File: src/sv/bso_face.sv
`timescale 1ns / 1ps
`default_nettype none

module bso_face #(
  parameter int unsigned W = 32
) (
  input  wire logic                  clk_i,
  input  wire logic                  load_i,
  input  wire logic [2:0][W-1:0]     box_lo_i,
  input  wire logic [2:0][W-1:0]     box_hi_i,
  input  wire logic [2:0][W-1:0]     pt_s_i,
  input  wire logic [2:0][W-1:0]     pt_e_i,
  output logic      [2:0][W+1:0]     t_o,
  output logic      [2:0][W:0]       d_o,
  output logic      [2:0][W:0]       ad_o,
  output logic      [2:0][W:0]       ext_o,
  output logic                       ok_o
);

  logic [2:0] bad;
  logic [2:0] sep;
  logic       ok_q;

  for (genvar a = 0; a < 3; a++) begin : g_axis
    logic signed [W+1:0] lo2, hi2, s2, e2, t;
    logic signed [W:0]   d;
    logic        [W:0]   ext, ad;
    logic        [W+1:0] at;
    logic        [W+1:0] t_q;
    logic        [W:0]   d_q, ad_q, ext_q;

    assign lo2 = {{2{box_lo_i[a][W-1]}}, box_lo_i[a]};
    assign hi2 = {{2{box_hi_i[a][W-1]}}, box_hi_i[a]};
    assign s2  = {{2{pt_s_i[a][W-1]}}, pt_s_i[a]};
    assign e2  = {{2{pt_e_i[a][W-1]}}, pt_e_i[a]};

    assign bad[a] = $signed(box_lo_i[a]) > $signed(box_hi_i[a]);
    assign ext    = hi2[W:0] - lo2[W:0];
    assign d      = e2[W:0] - s2[W:0];
    assign t      = (lo2 + hi2) - (s2 + e2);
    assign ad     = d[W] ? -d : d;
    assign at     = t[W+1] ? -t : t;
    assign sep[a] = at > ({1'b0, ext} + {1'b0, ad});

    always_ff @(posedge clk_i) begin
      if (load_i) begin
        t_q   <= t;
        d_q   <= d;
        ad_q  <= ad;
        ext_q <= ext;
      end
    end

    assign t_o[a]   = t_q;
    assign d_o[a]   = d_q;
    assign ad_o[a]  = ad_q;
    assign ext_o[a] = ext_q;
  end

  always_ff @(posedge clk_i) begin
    if (load_i) begin
      ok_q <= ~|bad & ~|sep;
    end
  end

  assign ok_o = ok_q;

endmodule

`default_nettype wire

File: config.mk
export PLATFORM = sky130hd
export DESIGN_NAME = bso_face
export DESIGN_NICKNAME = d
export VERILOG_FILES = /design/src/sv/bso_face.sv
export SDC_FILE = /design/constraint.sdc
export NUM_CORES = 2
export LEC_CHECK = 0
export CORE_AREA = 5 5 301 303
export DETAILED_ROUTE_END_ITERATION = 8
export DIE_AREA = 0 0 306 308
export DONT_BUFFER_PORTS = 1
export PLACE_DENSITY = 0.77
export SYNTH_ARGS = -nofsm -noshare
export SYNTH_HDL_FRONTEND = slang
export SYNTH_SLANG_ARGS = --single-unit
File: constraint.sdc
create_clock -name clk_i -period 12.04 [get_ports clk_i]
set_input_delay 3.612 -clock clk_i [delete_from_list [all_inputs] [get_ports clk_i]]
set_output_delay 3.612 -clock clk_i [all_outputs]
set_load 0.02 [all_outputs]
==> flow_summary.ini <==
[floorplanning]
core_um2 = 87700
fp.dieW_um = 306
boundaryPins = 786
initial_core_util = 0.514
die_h_um = 308
num_rows = 109
die_area_um2 = 94200

[yosys]
yosysMostFrequentCell = ha_1
synth_simple_gate_area_frac = 0.135
synth_cell_type_count = 103
synth_cells = 4861
synth_area_leader_cell = edfxtp_1
synth-async-reset-ratio = 0
synth_nets = 6048
ys_top_cells_by_area = edfxtp_1, ha_1, fa_1, xnor2_1, inv_1
synth-compound-area-share = 0.190
syn_area_per_cell_um2 = 9.27
syn_area_um2 = 45100
synth-xor-area-share = 0.0960
synth_warnings = 0
synth.top_cell.area_share = 0.264
ys_seq_area_frac = 0.264
synth_mux_area_frac = 0.00294
ys_ff_latch = 397
ys.flop_type = edfxtp_1
synthAdderAreaFrac = 0.256
synth_top_family_by_area = adder cells
synth_edf_count = 397
synthTopCellsByCount = ha_1, inv_1, edfxtp_1

[power_and_ir_drop]
power_leakage_nw = 21.2
peakVddDrop_mv = 0.188
p_per_area_nw_per_um2 = 247

[placed_design]
dp_hpwl_mm = 122
dpl-instance-area_um2 = 46600
routabilityCongestion = 0.986
dp_cells = 5992
io_buffers = 0

[cts]
htreeDepth = 2
cts_tree = done
cts.sinks = 397
path_clk_slew_ns = 0.06
clock_path_buffers = 3
cts_root_buf = clkbuf_16
cts_buffers = 50
cts_setup_buffers = 0

[cells_and_area]
multi_input_area_um2 = 30600
fillerInstances = 7939
instances_no_fill = 6081
stdcell_area_um2 = 48400
area_delta_synth_final_pct = 7.30
diodes = 0
finish.net_count = 6066
drive_gt1_frac = 0.0409
seqCellArea_um2 = 11900

[timing]
finalCriticalPeriod_ns = 11.48
max_freq_mhz = 87.1
finalHoldViolations = 0
slew_viol_final = 0
min_period_over_period = 0.953
relSlewSlack = 0.341
setup_violations = 0
tightest_slew_ns = 0.977
grt_setup_unrepaired = no

[grt]
grtUsageMet1 = 0.340
grt_usage = 0.297
grt_max_degree = 398
use_met2 = 0.519
use_met3 = 0.0933
antenna_found_initial = 1
grt_pass1_vias = 36631
grt_pass1_wl_mm = 217
busiest_layer = met2
overflow = 0

[drt]
routed_wl_mm = 146
viasPerCell = 6.09
dr.first_iter.drc_count = 2972
wl_per_cell_um = 24.1
vias = 37046
ant_nets = 0
drtPass1Iterations = 8
drc = 0

[outcome]
outcome = finished clean

[worst_setup_path]
worstPathRequired_ns = 12.52
max_stage_delay_ns = 0.51
cp_max_fo = 25
worstSetupStartpointType = primary input
critical_path_class = primary input to flop
cpMaxStageDelayCell = or4_1
cp_common_cell = a21o_1
arrival_ns = 11.95
critPathCaptureType = flop

[worst_hold_path]
min_path_type = primary input to flop

[run]
drv_cap = 0
==> per-stage QoR <==
step / worst slack, ns / power, mW / TNS, ns / util / hold WS [ns]
6_report: 0.564 / 12.0 / 0 / 0.552 / 3.10
3_3_place_gp: 0.0867 / 10.0 / 0 / 0.531 / 3.76
3_5_place_dp: -0.0554 / 10.2 / -0.0554 / 0.531 / 3.77
4_1_cts: 0.566 / 12.0 / 0 / 0.552 / 3.08
2_1_floorplan: 1.24 / 8.18 / 0 / - / 3.72
5_1_grt: 0.0301 / 13.0 / 0 / 0.552 / 3.06
==> final cells by class <==
type,count,area share
inverters,594,0.0461
well taps,1165,0.0301
flip-flops and latches,397,0.246
repair buffers,41,0.00662
clock inverters,35,0.00965
clock buffers,54,0.0275
multi-input cells,3795,0.634
==> worst max-delay path, delay by kind of cell <==
family          cells  cell delay [ns]
xor+xnor            2             0.25
buf+inv             3             0.32
simple gates        9             1.77
fa+ha+maj           4             1.24
compound gates     20             4.74
==> per-layer routing <==
metal	share of wire	vias up
met5	0	-
li1	-	17424
met4	0.050	0
met1	0.37	17696
met3	0.096	331
met2	0.48	1595
==> path summary, 6_finish.rpt <==
path / startpoint / end / slack, ns / cells after the start
setup / recovery: pt_e_i[0] / ok_o / 0.56 / 38
hold / removal: load_i / g_axis[0].ad_q[20] / 3.10 / 0
==> timing repair <==
action	4_1_cts	5_1_grt
hold endpoints to repair	0	0
resized for setup	0	1
hold buffers	0	0
endpoints found under the setup margin	0	1
==> logic make-up (layout without fill, tap and decap cells) <==
family / Yosys count / after routing
AO/OA/AOI/OAI: 1306 / 1306
XOR/XNOR: 494 / 494
adder cells (fa/ha/maj): 801 / 801
buffers and inverters: 669 / 724
flip-flops: 397 / 397
multiplexers: 13 / 13
AND/OR/NAND/NOR: 1181 / 1181
==> placed cells by master (no fill, tap or decap), types with 16 or more instances in the layout <==
cell type,netlist,routed
clkbuf_16,0,53
a41oi_1,16,16
o211ai_1,34,34
o21a_1,44,44
nand3_1,85,85
or2_2,23,23
a211oi_1,34,34
a21oi_1,382,382
or3_1,45,45
o31ai_1,46,46
nand4_1,59,59
o21ai_0,240,240
fa_1,204,204
buf_4,3,40
nand2b_1,62,62
nand2_1,221,221
a21o_1,189,189
nor4_1,40,40
nor3_1,115,115
and4_1,18,18
nor2b_1,66,66
edfxtp_1,397,397
nor2_1,303,303
o41ai_1,17,16
xor2_1,152,152
and2_1,23,23
a211o_1,18,18
xnor2_1,342,342
inv_1,590,590
ha_1,597,597
a31oi_1,49,49
and3_1,32,32
o21bai_1,50,50
or4_1,19,19
==> where the power goes <==
group | leakage, nW | internal (mW) | total, mW | switching (mW)
clock network | 0.875 | 1.03 | 1.70 | 0.670
registers | 3.88 | 2.09 | 2.85 | 0.764
logic | 16.5 | 3.06 | 7.42 | 4.36
total | 21.2 | 6.17 | 12.0 | 5.80
==> flip-flops by register name, indices dropped and copies added (netlist names) <==
name,count
g_axis.ext_q,99
g_axis.ad_q,96
g_axis.d_q,99
ok_o,1
g_axis.t_q,102
Power figures use the tool's default switching activity.
